## src/hw/rtl/ael_pkg.sv

```systemverilog
// ----------------------------------------------------------------------------
// ael_pkg
// Shared types and constants of the expression lexer.
// ----------------------------------------------------------------------------
package ael_pkg;

  localparam int unsigned KindW = 5;
  localparam int unsigned ErrW  = 3;
  localparam int unsigned MaxRes = 3;

  typedef enum logic [1:0] {
    FUNC_START = 2'd0,
    FUNC_BYTE  = 2'd1,
    FUNC_END   = 2'd2,
    FUNC_NONE  = 2'd3
  } func_t;

  localparam logic [KindW-1:0] K_END   = 5'd0;
  localparam logic [KindW-1:0] K_STR   = 5'd1;
  localparam logic [KindW-1:0] K_NUM   = 5'd10;
  localparam logic [KindW-1:0] K_LABEL = 5'd27;

  localparam logic [ErrW-1:0] E_NONE     = 3'd0;
  localparam logic [ErrW-1:0] E_UNTERM   = 3'd1;
  localparam logic [ErrW-1:0] E_EMPTY    = 3'd2;
  localparam logic [ErrW-1:0] E_LONG     = 3'd3;
  localparam logic [ErrW-1:0] E_CHESC    = 3'd4;
  localparam logic [ErrW-1:0] E_BADINT   = 3'd5;
  localparam logic [ErrW-1:0] E_UNKNOWN  = 3'd6;
  localparam logic [ErrW-1:0] E_STRESC   = 3'd7;

  // Result slot without the numeric value (value travels separately)
  typedef struct packed {
    logic             valid;
    logic [KindW-1:0] kind;
    logic             is_num;
    logic [7:0]       ch;
    logic             has_char;
    logic             done;
    logic [ErrW-1:0]  err;
  } slot_t;

  // escape letter to byte; bit 8 set when the letter is a valid escape
  function automatic logic [8:0] escape_val(input logic [7:0] c);
    logic [8:0] r;
    unique case (c)
      8'h27: r = {1'b1, 8'h27};
      8'h22: r = {1'b1, 8'h22};
      8'h3F: r = {1'b1, 8'h3F};
      8'h5C: r = {1'b1, 8'h5C};
      8'h61: r = {1'b1, 8'h07};
      8'h62: r = {1'b1, 8'h08};
      8'h66: r = {1'b1, 8'h0C};
      8'h6E: r = {1'b1, 8'h0A};
      8'h72: r = {1'b1, 8'h0D};
      8'h74: r = {1'b1, 8'h09};
      8'h76: r = {1'b1, 8'h0B};
      default: r = 9'd0;
    endcase
    return r;
  endfunction

  function automatic logic is_digit(input logic [7:0] c);
    return c >= 8'h30 && c <= 8'h39;
  endfunction

  function automatic logic is_alpha(input logic [7:0] c);
    return (c >= 8'h61 && c <= 8'h7A) || (c >= 8'h41 && c <= 8'h5A);
  endfunction

  function automatic logic is_hex(input logic [7:0] c);
    return is_digit(c) || (c >= 8'h61 && c <= 8'h66) || (c >= 8'h41 && c <= 8'h46);
  endfunction

  function automatic logic [7:0] lower(input logic [7:0] c);
    return (c >= 8'h41 && c <= 8'h5A) ? (c | 8'h20) : c;
  endfunction

  function automatic logic [3:0] hex_val(input logic [7:0] c);
    logic [7:0] l;
    l = lower(c);
    return is_digit(l) ? l[3:0] : 4'(l - 8'h57);
  endfunction

  // bit0 binary, bit1 octal, bit2 decimal, bit3 hex digit
  function automatic logic [3:0] digit_class(input logic [7:0] c);
    logic [3:0] m;
    m[0] = (c == 8'h30) || (c == 8'h31);
    m[1] = c >= 8'h30 && c <= 8'h37;
    m[2] = is_digit(c);
    m[3] = is_hex(c);
    return m;
  endfunction

endpackage

```

## src/hw/rtl/ael_if.sv

```systemverilog
// ----------------------------------------------------------------------------
// ael_in_if / ael_out_if
// Valid/ready channels of the expression lexer.
// ----------------------------------------------------------------------------
interface ael_in_if;
  logic       valid;
  logic       ready;
  logic [1:0] func;
  logic [7:0] text_byte;
  modport source (output valid, func, text_byte, input ready);
  modport sink   (input valid, func, text_byte, output ready);
endinterface

interface ael_out_if #(parameter int unsigned VALUE_BITS = 32);
  logic        valid;
  logic        ready;
  logic [4:0]  token_kind;
  logic [31:0] number_value;
  logic [7:0]  text_char;
  logic        has_char;
  logic        token_done;
  logic [2:0]  error_code;
  logic        last;
  modport source (output valid, token_kind, number_value, text_char, has_char,
                  token_done, error_code, last, input ready);
  modport sink   (input valid, token_kind, number_value, text_char, has_char,
                  token_done, error_code, last, output ready);
endinterface

```

## src/hw/rtl/ael_core.sv

```systemverilog
// ----------------------------------------------------------------------------
// ael_core
// Scanner state and next-state logic: one byte in, up to two result slots filled.
// ----------------------------------------------------------------------------
module ael_core #(
  parameter int unsigned VALUE_BITS = 32
) (
  input  logic                         clk,
  input  logic                         rst,
  input  logic                         step,
  input  logic [1:0]                   func,
  input  logic [7:0]                   text_byte,
  output ael_pkg::slot_t [2:0]         slots,
  output logic [VALUE_BITS-1:0]        slot_val
);
  import ael_pkg::*;

  typedef enum logic [4:0] {
    M_IDLE, M_PCT, M_PCTNUM, M_AMP, M_PIPE, M_EQ, M_BANG, M_DOL, M_DOLNUM,
    M_LT, M_GT, M_CHOPEN, M_CHESC, M_CHESCQ, M_CHCHAR, M_LABEL, M_NUMBER,
    M_STRING, M_STRESC
  } mode_t;

  localparam int unsigned VW = VALUE_BITS;

  mode_t          mode, mode_next;
  logic [VW-1:0]  bin_v, oct_v, dec_v, hex_v;
  logic [VW-1:0]  bin_next, oct_next, dec_next, hex_next;
  logic [11:0]    flags, flags_next;
  logic [7:0]     chc, chc_next;
  logic           halted, halted_next;

  // emit helpers work on a local copy of the slot list
  slot_t [2:0]    sl;
  logic [1:0]     n;
  logic [VW-1:0]  val;

  logic [7:0]     c;
  logic [3:0]     hv;
  logic [8:0]     esc;
  logic           consumed;
  logic [7:0]     lc;

  assign c    = text_byte;
  assign lc   = lower(c);

  always_comb begin
    slot_t s;
    logic [3:0] m;
    logic [3:0] a, p;
    logic [11:0] f;
    mode_t pm;
    logic [VW-1:0] v0;

    mode_next   = mode;
    bin_next    = bin_v;
    oct_next    = oct_v;
    dec_next    = dec_v;
    hex_next    = hex_v;
    flags_next  = flags;
    chc_next    = chc;
    halted_next = halted;
    sl          = '0;
    n           = 2'd0;
    val         = '0;
    consumed    = 1'b0;
    s           = '0;
    m = '0; a = '0; p = '0; f = '0; pm = M_IDLE; v0 = '0;
    hv = '0; esc = '0;

    if (func == FUNC_START) begin
      mode_next = M_IDLE; bin_next = '0; oct_next = '0; dec_next = '0;
      hex_next = '0; flags_next = '0; chc_next = '0; halted_next = 1'b0;
    end else if (func != FUNC_NONE && !halted) begin
      // ---- continuation of a pending token ----
      if (func == FUNC_BYTE) begin
        unique case (mode)
          M_PCT: if (c == 8'h30 || c == 8'h31) begin
            bin_next = VW'(c[0]); mode_next = M_PCTNUM; consumed = 1'b1;
          end
          M_PCTNUM: if (c == 8'h30 || c == 8'h31) begin
            bin_next = {bin_v[VW-2:0], c[0]}; consumed = 1'b1;
          end
          M_DOL: if (is_hex(c)) begin
            hex_next = VW'(hex_val(c)); mode_next = M_DOLNUM; consumed = 1'b1;
          end
          M_DOLNUM: if (is_hex(c)) begin
            hex_next = {hex_v[VW-5:0], hex_val(c)}; consumed = 1'b1;
          end
          M_AMP: if (c == 8'h26) begin
            s.kind = 5'd11; consumed = 1'b1; mode_next = M_IDLE;
          end
          M_PIPE: if (c == 8'h7C) begin
            s.kind = 5'd14; consumed = 1'b1; mode_next = M_IDLE;
          end
          M_EQ: if (c == 8'h3D) begin
            s.kind = 5'd17; consumed = 1'b1; mode_next = M_IDLE;
          end
          M_BANG: if (c == 8'h3D) begin
            s.kind = 5'd18; consumed = 1'b1; mode_next = M_IDLE;
          end
          M_LT: if (c == 8'h3C || c == 8'h3D) begin
            s.kind = (c == 8'h3C) ? 5'd21 : 5'd22; consumed = 1'b1; mode_next = M_IDLE;
          end
          M_GT: if (c == 8'h3E || c == 8'h3D) begin
            s.kind = (c == 8'h3E) ? 5'd24 : 5'd25; consumed = 1'b1; mode_next = M_IDLE;
          end
          M_CHOPEN: begin
            consumed = 1'b1;
            if (c == 8'h27) s.err = E_EMPTY;
            else if (c == 8'h5C) mode_next = M_CHESC;
            else begin chc_next = c; mode_next = M_CHCHAR; end
          end
          M_CHESC: begin
            consumed = 1'b1; chc_next = c; mode_next = M_CHESCQ;
          end
          M_CHESCQ: begin
            consumed = 1'b1;
            esc = escape_val(chc);
            if (c != 8'h27) s.err = E_LONG;
            else if (!esc[8]) s.err = E_CHESC;
            else begin
              s.kind = K_NUM; s.is_num = 1'b1; val = VW'(esc[7:0]); mode_next = M_IDLE;
            end
          end
          M_CHCHAR: begin
            consumed = 1'b1;
            if (c != 8'h27) s.err = E_LONG;
            else begin
              s.kind = K_NUM; s.is_num = 1'b1; val = VW'(chc); mode_next = M_IDLE;
            end
          end
          M_LABEL: if (is_alpha(c) || is_digit(c) || c == 8'h5F) begin
            consumed = 1'b1; s.kind = K_LABEL; s.has_char = 1'b1;
            s.ch = (c >= 8'h61 && c <= 8'h7A) ? c - 8'd32 : c;
          end
          M_NUMBER: if (is_hex(c) || lc == 8'h78 || lc == 8'h68 || lc == 8'h6F) begin
            consumed = 1'b1;
            m = digit_class(lc);
            f = flags;
            f[7:4] = f[3:0];
            f[3:0] = f[3:0] & m;
            if (!f[10]) begin
              f[10] = 1'b1;
              if (f[8] && lc == 8'h78) f[9] = 1'b1;
            end else if (!m[3]) f[9] = 1'b0;
            flags_next = f;
            hv = hex_val(lc);
            if (m[0]) bin_next = {bin_v[VW-2:0], hv[0]};
            if (m[1]) oct_next = {oct_v[VW-4:0], hv[2:0]};
            if (m[2]) dec_next = (dec_v << 3) + (dec_v << 1) + VW'(hv);
            if (m[3]) hex_next = {hex_v[VW-5:0], hv};
            chc_next = lc;
          end
          M_STRING: begin
            consumed = 1'b1;
            if (c == 8'h22) begin s.kind = K_STR; mode_next = M_IDLE; end
            else if (c == 8'h5C) mode_next = M_STRESC;
            else begin s.kind = K_STR; s.ch = c; s.has_char = 1'b1; end
          end
          M_STRESC: begin
            consumed = 1'b1;
            esc = escape_val(c);
            if (!esc[8]) s.err = E_STRESC;
            else begin
              s.kind = K_STR; s.ch = esc[7:0]; s.has_char = 1'b1; mode_next = M_STRING;
            end
          end
          default: ;
        endcase
        if (consumed && mode != M_PCT && mode != M_PCTNUM && mode != M_DOL &&
            mode != M_DOLNUM && mode != M_CHOPEN && mode != M_CHESC &&
            mode != M_NUMBER && !(mode == M_STRING && c == 8'h5C)) begin
          s.valid = 1'b1;
          s.done  = !s.has_char && (s.err == E_NONE);
        end
        if (consumed && mode == M_CHOPEN && c == 8'h27) s.valid = 1'b1;
        if (s.valid && s.err != E_NONE) begin
          s.kind = K_END; s.ch = '0; s.has_char = 1'b0; s.done = 1'b0;
          s.is_num = 1'b0; val = '0; halted_next = 1'b1; mode_next = M_IDLE;
        end
        sl[0] = s;
        n = s.valid ? 2'd1 : 2'd0;
      end

      // ---- flush of the pending token, then end of text or a new token ----
      if (func == FUNC_END || !consumed) begin
        s = '0; s.valid = 1'b1; s.done = 1'b1;
        pm = mode;
        mode_next = M_IDLE;
        a = flags[3:0]; p = flags[7:4];
        unique case (pm)
          M_PCT:    s.kind = 5'd9;
          M_PCTNUM: begin s.kind = K_NUM; s.is_num = 1'b1; val = bin_v; end
          M_AMP:    s.kind = 5'd12;
          M_PIPE:   s.kind = 5'd15;
          M_EQ:     s.kind = 5'd17;
          M_BANG:   s.kind = 5'd19;
          M_DOL:    s.kind = 5'd20;
          M_DOLNUM: begin s.kind = K_NUM; s.is_num = 1'b1; val = hex_v; end
          M_LT:     s.kind = 5'd23;
          M_GT:     s.kind = 5'd26;
          M_CHOPEN, M_CHESC, M_CHESCQ, M_CHCHAR: s.err = E_UNTERM;
          M_LABEL:  s.kind = K_LABEL;
          M_STRING: s.kind = K_STR;
          M_STRESC: s.err = E_STRESC;
          M_NUMBER: begin
            s.kind = K_NUM; s.is_num = 1'b1;
            priority if (p[0] && chc == 8'h62) val = bin_v;
            else if (p[3] && chc == 8'h68) val = hex_v;
            else if (p[1] && chc == 8'h6F) val = oct_v;
            else if (p[2] && chc == 8'h64) val = dec_v;
            else if (flags[8] && a[1]) val = oct_v;
            else if (flags[9] && is_hex(chc)) val = hex_v;
            else if (!flags[8] && a[2]) val = dec_v;
            else s.err = E_BADINT;
          end
          default: s.valid = 1'b0;
        endcase
        if (s.err != E_NONE) begin
          s.kind = K_END; s.done = 1'b0; s.is_num = 1'b0; val = '0;
          halted_next = 1'b1;
        end
        if (s.valid) begin sl[n] = s; n = n + 2'd1; end

        if (s.err == E_NONE) begin
          if (func == FUNC_END) begin
            s = '0; s.valid = 1'b1; s.done = 1'b1; s.kind = K_END;
            sl[n] = s; n = n + 2'd1;
          end else begin
            // byte starts a new token
            s = '0; s.valid = 1'b1; s.done = 1'b1;
            unique case (c)
              8'h20, 8'h09, 8'h0A, 8'h0B, 8'h0C, 8'h0D: s.valid = 1'b0;
              8'h22: begin s.valid = 1'b0; mode_next = M_STRING; end
              8'h28: s.kind = 5'd2;
              8'h29: s.kind = 5'd3;
              8'h2E: s.kind = 5'd4;
              8'h2B: s.kind = 5'd5;
              8'h2D: s.kind = 5'd6;
              8'h2A: s.kind = 5'd7;
              8'h2F: s.kind = 5'd8;
              8'h25: begin s.valid = 1'b0; mode_next = M_PCT; end
              8'h26: begin s.valid = 1'b0; mode_next = M_AMP; end
              8'h5E: s.kind = 5'd13;
              8'h7C: begin s.valid = 1'b0; mode_next = M_PIPE; end
              8'h7E: s.kind = 5'd16;
              8'h3D: begin s.valid = 1'b0; mode_next = M_EQ; end
              8'h21: begin s.valid = 1'b0; mode_next = M_BANG; end
              8'h24: begin s.valid = 1'b0; mode_next = M_DOL; end
              8'h3C: begin s.valid = 1'b0; mode_next = M_LT; end
              8'h3E: begin s.valid = 1'b0; mode_next = M_GT; end
              8'h27: begin s.valid = 1'b0; mode_next = M_CHOPEN; end
              default: begin
                if (is_alpha(c) || c == 8'h5F) begin
                  s.kind = K_LABEL; s.has_char = 1'b1; s.done = 1'b0;
                  s.ch = (c >= 8'h61 && c <= 8'h7A) ? c - 8'd32 : c;
                  mode_next = M_LABEL;
                end else if (is_digit(c)) begin
                  s.valid = 1'b0;
                  m = digit_class(c);
                  flags_next = {3'b000, (c == 8'h30), 4'h0, m};
                  v0 = VW'(c[3:0]);
                  bin_next = m[0] ? v0 : '0;
                  oct_next = m[1] ? v0 : '0;
                  dec_next = v0;
                  hex_next = v0;
                  chc_next = c;
                  mode_next = M_NUMBER;
                end else begin
                  s.kind = K_END; s.done = 1'b0; s.err = E_UNKNOWN;
                  halted_next = 1'b1;
                end
              end
            endcase
            if (s.valid) begin sl[n] = s; n = n + 2'd1; end
          end
        end
      end
    end
  end

  always_ff @(posedge clk) begin
    if (rst) begin
      mode <= M_IDLE; halted <= 1'b0; flags <= '0; chc <= '0;
      bin_v <= '0; oct_v <= '0; dec_v <= '0; hex_v <= '0;
    end else if (step) begin
      mode <= mode_next; halted <= halted_next; flags <= flags_next; chc <= chc_next;
      bin_v <= bin_next; oct_v <= oct_next; dec_v <= dec_next; hex_v <= hex_next;
    end
  end

  assign slots    = sl;
  assign slot_val = val;

endmodule

```

## src/hw/rtl/assembler_expression_lexer.sv

```systemverilog
// ----------------------------------------------------------------------------
// assembler_expression_lexer
// Streaming lexer for assembler expressions: bytes in, tokens out.
// ----------------------------------------------------------------------------
//  channel | dir | payload                                     | request
//  in_ch   | in  | func, text_byte                             | one byte/command
//  out_ch  | out | token_kind, number_value, text_char,        | one token item
//          |     | has_char, token_done, error_code, last      |
//
// One request is scanned in the cycle it is accepted; its up to two results
// sit in a result buffer and leave one per cycle while the output is ready.
// A request that yields one result sustains one per cycle; more results drain first.
// The next request is taken as the last buffered result is taken.
// Reset (rst, synchronous) idles the scanner and empties the buffer.
// A stalled output holds its item; input is held off until the buffer drains.
// ----------------------------------------------------------------------------
module assembler_expression_lexer #(
  parameter int unsigned VALUE_BITS = 32
) (
  input logic clk,
  input logic rst,
  ael_in_if.sink                 in_ch,
  ael_out_if.source              out_ch
);
  import ael_pkg::*;

  slot_t [2:0]           slots;
  logic [VALUE_BITS-1:0] slot_val;
  logic                  step;

  // result buffer
  slot_t [2:0]           buf_q;
  logic [VALUE_BITS-1:0] buf_val;
  logic [1:0]            cnt;    // results left
  logic [1:0]            rd;     // next slot to send
  logic                  drain_last;
  logic [1:0]            nslots;

  assign drain_last = (cnt == 2'd0) || (cnt == 2'd1 && out_ch.ready);
  assign in_ch.ready = drain_last;
  assign step = in_ch.valid && in_ch.ready;

  ael_core #(.VALUE_BITS(VALUE_BITS)) u_core (
    .clk       (clk),
    .rst       (rst),
    .step      (step),
    .func      (in_ch.func),
    .text_byte (in_ch.text_byte),
    .slots     (slots),
    .slot_val  (slot_val)
  );

  assign nslots = 2'(slots[0].valid) + 2'(slots[1].valid) + 2'(slots[2].valid);

  always_ff @(posedge clk) begin
    if (rst) begin
      cnt <= 2'd0; rd <= 2'd0;
    end else if (step) begin
      cnt <= nslots; rd <= 2'd0;
    end else if (out_ch.valid && out_ch.ready) begin
      cnt <= cnt - 2'd1; rd <= rd + 2'd1;
    end
  end

  always_ff @(posedge clk) begin
    if (step) begin
      buf_q <= slots; buf_val <= slot_val;
    end
  end

  always_comb begin
    slot_t s;
    s = buf_q[rd];
    out_ch.valid        = cnt != 2'd0;
    out_ch.token_kind   = s.kind;
    // only one number token per request can occur
    out_ch.number_value = s.is_num ? 32'(buf_val) : 32'd0;
    out_ch.text_char    = s.ch;
    out_ch.has_char     = s.has_char;
    out_ch.token_done   = s.done;
    out_ch.error_code   = s.err;
    out_ch.last         = cnt == 2'd1;
  end

endmodule

```

## src/flat_wrapper.sv

```systemverilog
// flat-port wrapper written by rule: the top's interface ports become plain ports
module assembler_expression_lexer_flat import ael_pkg::*;
#(
  parameter int unsigned VALUE_BITS = 32
)
  (clk, rst, in_ch_valid, in_ch_func, in_ch_text_byte, in_ch_ready, out_ch_valid, out_ch_token_kind, out_ch_number_value, out_ch_text_char, out_ch_has_char, out_ch_token_done, out_ch_error_code, out_ch_last, out_ch_ready);
  ael_in_if in_ch_i ();
  ael_out_if #(.VALUE_BITS(VALUE_BITS)) out_ch_i ();
  input logic clk;
  input logic rst;
  input wire logic [$bits(in_ch_i.valid)-1:0] in_ch_valid;
  input wire logic [$bits(in_ch_i.func)-1:0] in_ch_func;
  input wire logic [$bits(in_ch_i.text_byte)-1:0] in_ch_text_byte;
  output wire logic [$bits(in_ch_i.ready)-1:0] in_ch_ready;
  output wire logic [$bits(out_ch_i.valid)-1:0] out_ch_valid;
  output wire logic [$bits(out_ch_i.token_kind)-1:0] out_ch_token_kind;
  output wire logic [$bits(out_ch_i.number_value)-1:0] out_ch_number_value;
  output wire logic [$bits(out_ch_i.text_char)-1:0] out_ch_text_char;
  output wire logic [$bits(out_ch_i.has_char)-1:0] out_ch_has_char;
  output wire logic [$bits(out_ch_i.token_done)-1:0] out_ch_token_done;
  output wire logic [$bits(out_ch_i.error_code)-1:0] out_ch_error_code;
  output wire logic [$bits(out_ch_i.last)-1:0] out_ch_last;
  input wire logic [$bits(out_ch_i.ready)-1:0] out_ch_ready;
  assign in_ch_i.valid = in_ch_valid;
  assign in_ch_i.func = in_ch_func;
  assign in_ch_i.text_byte = in_ch_text_byte;
  assign in_ch_ready = in_ch_i.ready;
  assign out_ch_valid = out_ch_i.valid;
  assign out_ch_token_kind = out_ch_i.token_kind;
  assign out_ch_number_value = out_ch_i.number_value;
  assign out_ch_text_char = out_ch_i.text_char;
  assign out_ch_has_char = out_ch_i.has_char;
  assign out_ch_token_done = out_ch_i.token_done;
  assign out_ch_error_code = out_ch_i.error_code;
  assign out_ch_last = out_ch_i.last;
  assign out_ch_i.ready = out_ch_ready;
  assembler_expression_lexer #(.VALUE_BITS(VALUE_BITS)) u_core (.clk(clk), .rst(rst), .in_ch(in_ch_i), .out_ch(out_ch_i));
endmodule
```

## config.mk

```make
export PLATFORM = sky130hd
export DESIGN_NAME = assembler_expression_lexer_flat
export DESIGN_NICKNAME = d
export VERILOG_FILES = /design/src/hw/rtl/ael_pkg.sv /design/src/hw/rtl/ael_if.sv /design/src/hw/rtl/ael_core.sv /design/src/hw/rtl/assembler_expression_lexer.sv /design/src/flat_wrapper.sv
export SDC_FILE = /design/constraint.sdc
export NUM_CORES = 1
export LEC_CHECK = 0
export BUFFER_PORTS_ARGS = -buffer_cell sky130_fd_sc_hd__buf_4
export CAP_MARGIN = 30
export CORE_UTILIZATION = 45
export CTS_CLUSTER_DIAMETER = 150
export CTS_CLUSTER_SIZE = 10
export DETAILED_ROUTE_END_ITERATION = 10
export GPL_ROUTABILITY_DRIVEN = 0
export PLACE_DENSITY = 0.68
export RECOVER_POWER = 100
export SLEW_MARGIN = 15
export SYNTH_ARGS = -nofsm -noshare
export SYNTH_HDL_FRONTEND = slang
export SYNTH_SLANG_ARGS = --single-unit
```

## constraint.sdc

```tcl
create_clock -name clk -period 7.05 [get_ports clk]
set_input_delay 1.41 -clock clk [delete_from_list [all_inputs] [get_ports clk]]
set_output_delay 1.41 -clock clk [all_outputs]
set_load 0.01 [all_outputs]
```

# Word-level counts from Yosys, hierarchy flattened
# Index checks and enable logic that the tools add are counted.
word_totals:
  wordCells: 558
  memories: 0
  regBits: 250
  latchBits: 0
  ramBits: 0
  output_inout_bits: 53
  in_bits: 14
  mem_bits_ro: 0
op_classes:
  n_eq_ne: 99
  mux: 288
  n_reduce_logical: 93
  magnitude_cmp: 30
  bitwise_logic: 6
  n_div: 0
  mul: 0
  shift: 0
  add_sub_neg: 10
op_table:
  columns: ["cell", "n"]
  rows:
  - ["$mux 32", 62]
  - ["$mux 60", 10]
  - ["$pmux 32 s3", 3]
  - ["$eq 8x7->1 const B", 26]
  - ["$eq 8x6->1 const B", 25]
  - ["$pmux 9 s11", 2]
  - ["$mux 5", 36]
  - ["$pmux 5 s11", 3]
  - ["$mux 9", 16]
  - ["$mux 8", 16]
  - ["$bwmux 60", 2]
  - ["$mux 20", 5]
  - ["$mux 12", 8]
  - ["$demux 20 s2", 2]
  - ["$mux 13", 6]
  - ["$le 8x7->1 const B", 9]
  - ["$pmux 5 s13", 1]
  - ["$mux 1", 58]
  - ["$ne 5x5->1 const B", 11]
  - ["$and 54x54->54", 1]
  - ["$not 54->54", 1]
  - ["$mux 3", 17]
  - ["$pmux 5 s10", 1]
  - ["$ge 8x7->1 const B", 6]
  - ["other kinds (63)", 199]

# Longest topological paths before layout
depth:
  ltp_word: 48
  ltp_mapped: 21
  ltp_nobuf: 19

# Hierarchy
# From an unflattened synthesis, not the netlist that was laid out.
hier_totals:
  cells_unflattened: 1974
  hier_area_um2: 16702.3
modules_own_cells:
  columns: ["module", "cells_each", "seq_area_each_um2", "instances", "area_per_inst_um2"]
  rows:
  - ["ael_core", 1759, 3062.9, 1, 13106.3]
  - ["assembler_expression_lexer", 215, 2752.6, 1, 3595.9]

# Least setup slack after synthesis
# No wires, ideal clock.
synth_timing:
  kind: "input port to flip-flop"
  from: "input port out_ch_ready"
  to: "register u_core.u_core.hex_v[21]"
  path_slack_ns: 1.062
  n_path_buf: 3
  t_required_ns: 6.933
  t_arrival_ns: 5.871
  setup_time_ns: 0.117
  path_stages: 10
  path_cell_list: "nand2_1 > nand2_1 > and2_1 > clkbuf_1 > o21ai_1 > nand2_1 > o31ai_1 > buf_2 > buf_2 > a22o_1"
synth_between:
  elab_chain_cells: 4
synth_lines:
  columns: ["item", "line_no", "text"]
  rows:
  - ["start, declared", "flat_wrapper.sv:23", "input wire logic [$bits(out_ch_i.ready)-1:0] out_ch_ready;"]
  - ["$logic_and 1x1->1", "assembler_expression_lexer.sv:39", "assign drain_last = (cnt == 2'd0) || (cnt == 2'd1 && out_ch.ready);"]
  - ["$logic_or 1x1->1", "assembler_expression_lexer.sv:39", null]
  - ["net in_ch_ready", "flat_wrapper.sv:14", "output wire logic [$bits(in_ch_i.ready)-1:0] in_ch_ready;"]
  - ["$logic_and 1x1->1", "assembler_expression_lexer.sv:41", "assign step = in_ch.valid && in_ch.ready;"]
  - ["net u_core.step", "assembler_expression_lexer.sv:29", "logic step;"]
  - ["$reduce_and 2->1 (no line)", null, null]
  - ["end signal, assigned", "ael_core.sv:289", "bin_v <= bin_next; oct_v <= oct_next; dec_v <= dec_next; hex_v <= hex_next;"]
  - ["end, declared", "ael_core.sv:27", "logic [VW-1:0] bin_v, oct_v, dec_v, hex_v;"]
# The timed path passes the listed nets, and every way through them passes these cells.
# A chain may end at the register's enable or synchronous reset.

# Worst setup path in the final report
layout_timing:
  from: "input port in_ch_text_byte[1]"
  to: "register u_core.buf_val[24], data pin"
layout_between:
  elab_chain_cells: 18
  word_cells_on_any_way: 55
  classes_between: "order compare (8); eq/ne (11); mux (18); reduce/logical (18)"
layout_lines:
  columns: ["item", "line_no", "text"]
  rows:
  - ["start, declared", "flat_wrapper.sv:13", "input wire logic [$bits(in_ch_i.text_byte)-1:0] in_ch_text_byte;"]
  - ["$ge 8x7->1, or another cell as far along", "ael_pkg.sv:68, ael_pkg.sv:72, ael_pkg.sv:76", null]
  - ["$logic_and 1x1->1 (on tied branches)", null, null]
  - ["$mux 6 / $logic_or 1x1->1 (equally long branches)", "ael_pkg.sv:76, ael_pkg.sv:72", null]
  - ["$eq 8x7->1 / $logic_or 1x1->1 (equally long branches)", "ael_core.sv:137, ael_pkg.sv:72", null]
  - ["$logic_or 1x1->1 (3 in series)", "ael_core.sv:137", "M_NUMBER: if (is_hex(c) || lc == 8'h78 || lc == 8'h68 || lc == 8'h6F) begin"]
  - ["$mux 1", "ael_core.sv:137", null]
  - ["$pmux 1 s10 *", "ael_core.sv:77", "unique case (mode)"]
  - ["$mux 1 *", "ael_core.sv:76", "if (func == FUNC_BYTE) begin"]
  - ["$mux 1 *", "ael_core.sv:74", "end else if (func != FUNC_NONE && !halted) begin"]
  - ["$mux 1 *", "ael_core.sv:71", "if (func == FUNC_START) begin"]
  - ["$mux 1 *", "ael_core.sv:76", null]
  - ["$mux 1 *", "ael_core.sv:74", null]
  - ["$mux 1 *", "ael_core.sv:71", null]
  - ["$logic_not 1->1 *", "ael_core.sv:187", "if (func == FUNC_END || !consumed) begin"]
  - ["$logic_or 1x1->1 *", "ael_core.sv:187", null]
  - ["$mux 32 *", "ael_core.sv:187", null]
  - ["end signal, assigned", "assembler_expression_lexer.sv:67", "buf_q <= slots; buf_val <= slot_val;"]
  - ["end, declared", "assembler_expression_lexer.sv:33", "logic [VALUE_BITS-1:0] buf_val;"]
# Mark *: on every way between the ends. The rest lies on a longest branch, timed or not. The select of a mux whose other input is x is not followed.

==> metrics list <==
- Total setup buffers inserted after CTS: 0
- Maximum Capacitance Violations: 5
- Min Hold Slack: 0.472 ns
* Slew of the pin with the lowest slew margin: 2.93 ns
* Antenna violations before repair: 0
* Most frequent cells after synthesis: nand2_1 (174), nor2_1 (171), dfxtp_1 (157)
- The number of clock buffers added by TritonCTS is 28.
* Kind of cell with the highest combined delay on the critical path: compound AO/OA/AOI/OAI gates
- Final worst-path cycle share: 0.883
* Fraction of synthesized cell area taken by the top area cell type: 0.194
* First-pass iteration count of the detailed router: 8
* Power Total: 4.03 mW
* Num rows: 69
- From left edge to right edge, the die measures 192 um.
* Nature of the critical path endpoint: register
- In the post-synthesis netlist, the biggest area contributors are dfxtp_1 (19%), edfxtp_1 (16%), ha_1 (5.5%).
- Signal arrival time at the worst endpoint: 6.62 ns
- Tracing the worst setup path back leads to its startpoint at in_ch_text_byte[1].
- Cells along the critical path: buf_4 -> inv_1 -> ha_1 -> or4b_1 -> a21boi_0 -> nor2_1 -> o41ai_4 -> nand3_1 -> o21a_1 -> clkbuf_1 -> a2111o_1 -> buf_4 -> or2_1 -> o22ai_1
* Count leader, synth: nand2_1
* Dominant cell type by count on the critical path: buf_4
- The worst setup path is launched from an input port.
- Routed wl met2: 21,800 um
* Routed WL: 53,800 um
* Antenna fix cells: 0
- Worst hold start: u_core.u_core.flags[3]
* Required time of the critical path: 7.45 ns
- The total overflow left after global routing is 0.
- The startpoint identified for the worst register-to-register timing path is u_core.u_core.chc[2].
- Cell area after synthesis: 0.0162 mm^2
* Total I/O pin count: 67
* Post-synthesis to final-layout area growth: 9.01%
- Dominant register cell in the synthesized netlist: dfxtp_1
- Yosys synthesis warning count: 0
- Register bit total from synthesis: 243
- After the first detailed-routing iteration, the DRC count stood at 2,116.
- In this run, post-CTS hold repair placed 0 buffers.
- Post-detailed-route DRC marker count: 0
- Largest area contributor in the netlist: dfxtp_1
- The first global-routing pass estimated 83,400 um of wire.
- # placed instances: 2,362
* Avg Inst Size Synth: 8.36 um^2
- Share of synthesized flip-flops with an asynchronous set or reset: 0
* Area of the core: 0.0355 mm^2
- The analysis attributes to cell leakage a power of 6.29 nW.
* Maximum number of pins on one net before global-route repair: 60
- Filler cells: 3,391
- The routed design uses 7120 um of met3 wire.
* Initial cell density of the core: 0.457
- The finished layout holds 2,409 standard cells, fillers aside.
- Reg clk slew, reported paths: 0.06 ns
* Slowest cell on the critical path: or2_1
- The total count of max-transition violations in the final report came to 149.
* Clk buf depth: 3
* Kind of critical path: in -> reg
- IR analysis of the VDD net gives a maximum drop of 0.234 mV.
* Fraction of final layout cells with drive strength greater than 1: 0.0657
- CTS tree: done
* Register area: 0.00573 mm^2
* Fraction of the yosys area taken by sequential cells: 0.353
- Footprint of the multi-input gates: 0.00977 mm^2
* Kind of path behind the tightest hold check: reg -> reg
- Buffers placed on the I/O ports in this run total 66.
* Setup violation total in the final timing report: 0
- At the later pin of the worst-skew pair, clock insertion delay measures 0.58 ns.
- The routed layout has 16,100 vias.
- The number of hold-slack violations in the final timing report came to 0.
- Overall die area: 0.0368 mm^2
- From bottom edge to top edge, the die measures 192 um.
- After the last flow step, the layout net total stands at 2,020.
* Clock H-tree levels: 1
- Wire length on met1: 23,000 um
- Clock tree synthesis selected as its root buffer the cell clkbuf_16.
- Routed length per instance: 22.3 um
- With fillers left out, the area of the finished cells amounts to 0.0177 mm^2.
- After technology mapping, the gate count stands at 1,940.
- Number of nets with antenna violations after routing: 0
* Setup repair after global routing missed its margin: no
- Highest Clock Rate: 161 MHz
* Failing checks: capacitance limit, slew limit
* Final critical-path required period: 6.22 ns
- Across the routed clock network, the largest skew measured is 0.0404 ns.
- In the global route stage, overall resource usage came out at 0.287.
* PwrDens: 228 mW/mm^2
- Post-route setup TNS: 0 ns
- The detailed router used layers up to and including met4.
- Along the worst path, the maximum fanout reaches 29.
- Buf/Inv on CP: 4
* Number of different library cells in the post-synthesis netlist: 90
* Outcome: complete, but fails checks
- Cts repair resizes: 0
- Via count of the first global-routing pass: 14,600
- Number of enable flip-flop cells after synthesis: 86
- DP Area: 0.0171 mm^2
- The worst pin sits at a relative slew slack of -0.954.
- The tree built by TritonCTS fans out to 243 sinks.
- Final HPWL DP: 38,400 um
- The largest single stage delay on the critical path is 0.59 ns.
- Per-cell via count in the routed design: 6.67
metrics by stage:
stage	utilization	setup slack (ns)
floorplan	-	1.06
global placement	0.480	0.860
detailed placement	0.481	0.764
CTS	0.504	1.31
global route	0.498	0.577
finish	0.498	0.828
state kept, by name, summed over array words and instances (netlist names):
register / cells
u_core.u_core.bin_v: 32
u_core.buf_val: 32
u_core.buf_q: 54
u_core.u_core.mode: 5
u_core.u_core.dec_v: 32
u_core.u_core.flags: 11
u_core.u_core.halted: 1
u_core.rd: 2
u_core.cnt: 2
u_core.u_core.oct_v: 32
u_core.u_core.chc: 8
u_core.u_core.hex_v: 32
path summary, 6_finish.rpt:
path | slack (ns) | to | cells past startpoint
worst min-delay path | 0.47 | u_core.u_core.flags[3] | 2
worst min register to register | 0.47 | u_core.u_core.flags[3] | 2
worst max-delay path | 0.83 | u_core.buf_val[24] | 14
worst max register to register | 1.58 | u_core.u_core.dec_v[8] | 11
per-layer routing:
layer,up-vias,global-route usage
met1,7520,0.408
li1,7393,-
met2,1004,0.409
met5,-,0
met3,160,0.0873
met4,0,0.0904
layout make-up:
type / count / share of cell area
clock inverters: 2 / 0.00219
flip-flops and latches: 243 / 0.324
well taps: 461 / 0.0326
multi-input cells: 1513 / 0.552
clock buffers: 44 / 0.0430
inverters: 36 / 0.00764
repair buffers: 110 / 0.0386
power by group:
| group | internal, mW | total [mW] | switching (mW) |
|---|---|---|---|
| clock network | 0.736 | 1.32 | 0.582 |
| registers | 1.67 | 1.72 | 0.0544 |
| logic | 0.303 | 0.996 | 0.693 |
| total | 2.70 | 4.03 | 1.33 |
cells by family (layout without fill, tap and decap cells):
| logic type | count (synthesis) | in the layout | synth area share |
|---|---|---|---|
| compound gates | 734 | 734 | 0.311 |
| other cells | 1 | 2 | 0.000231 |
| flops | 243 | 243 | 0.353 |
| mux | 21 | 21 | 0.0131 |
| buf+inv | 185 | 192 | 0.0463 |
| simple gates | 650 | 650 | 0.201 |
| xor+xnor | 32 | 32 | 0.0173 |
| fa+ha+maj | 74 | 74 | 0.0585 |
worst register-to-register path: cells and delay by family, from the launching register on:
family,cells,cell delay [ns]
compound gates,4,2.45
buf+inv,2,0.93
flops,1,0.76
simple gates,5,1.27
layout by cell type, fill, tap and decap left out, types with 56 or more instances in the layout:
master | Yosys | final
o21ai_0 | 148 | 150
ha_1 | 71 | 71
clkbuf_1 | 112 | 56
buf_4 | 0 | 68
dfxtp_1 | 157 | 157
a22o_1 | 98 | 98
edfxtp_1 | 86 | 86
nor2_1 | 171 | 167
nand2_1 | 174 | 174
a22oi_1 | 80 | 80
a21oi_1 | 131 | 131
(Power assumes the default switching activity.)
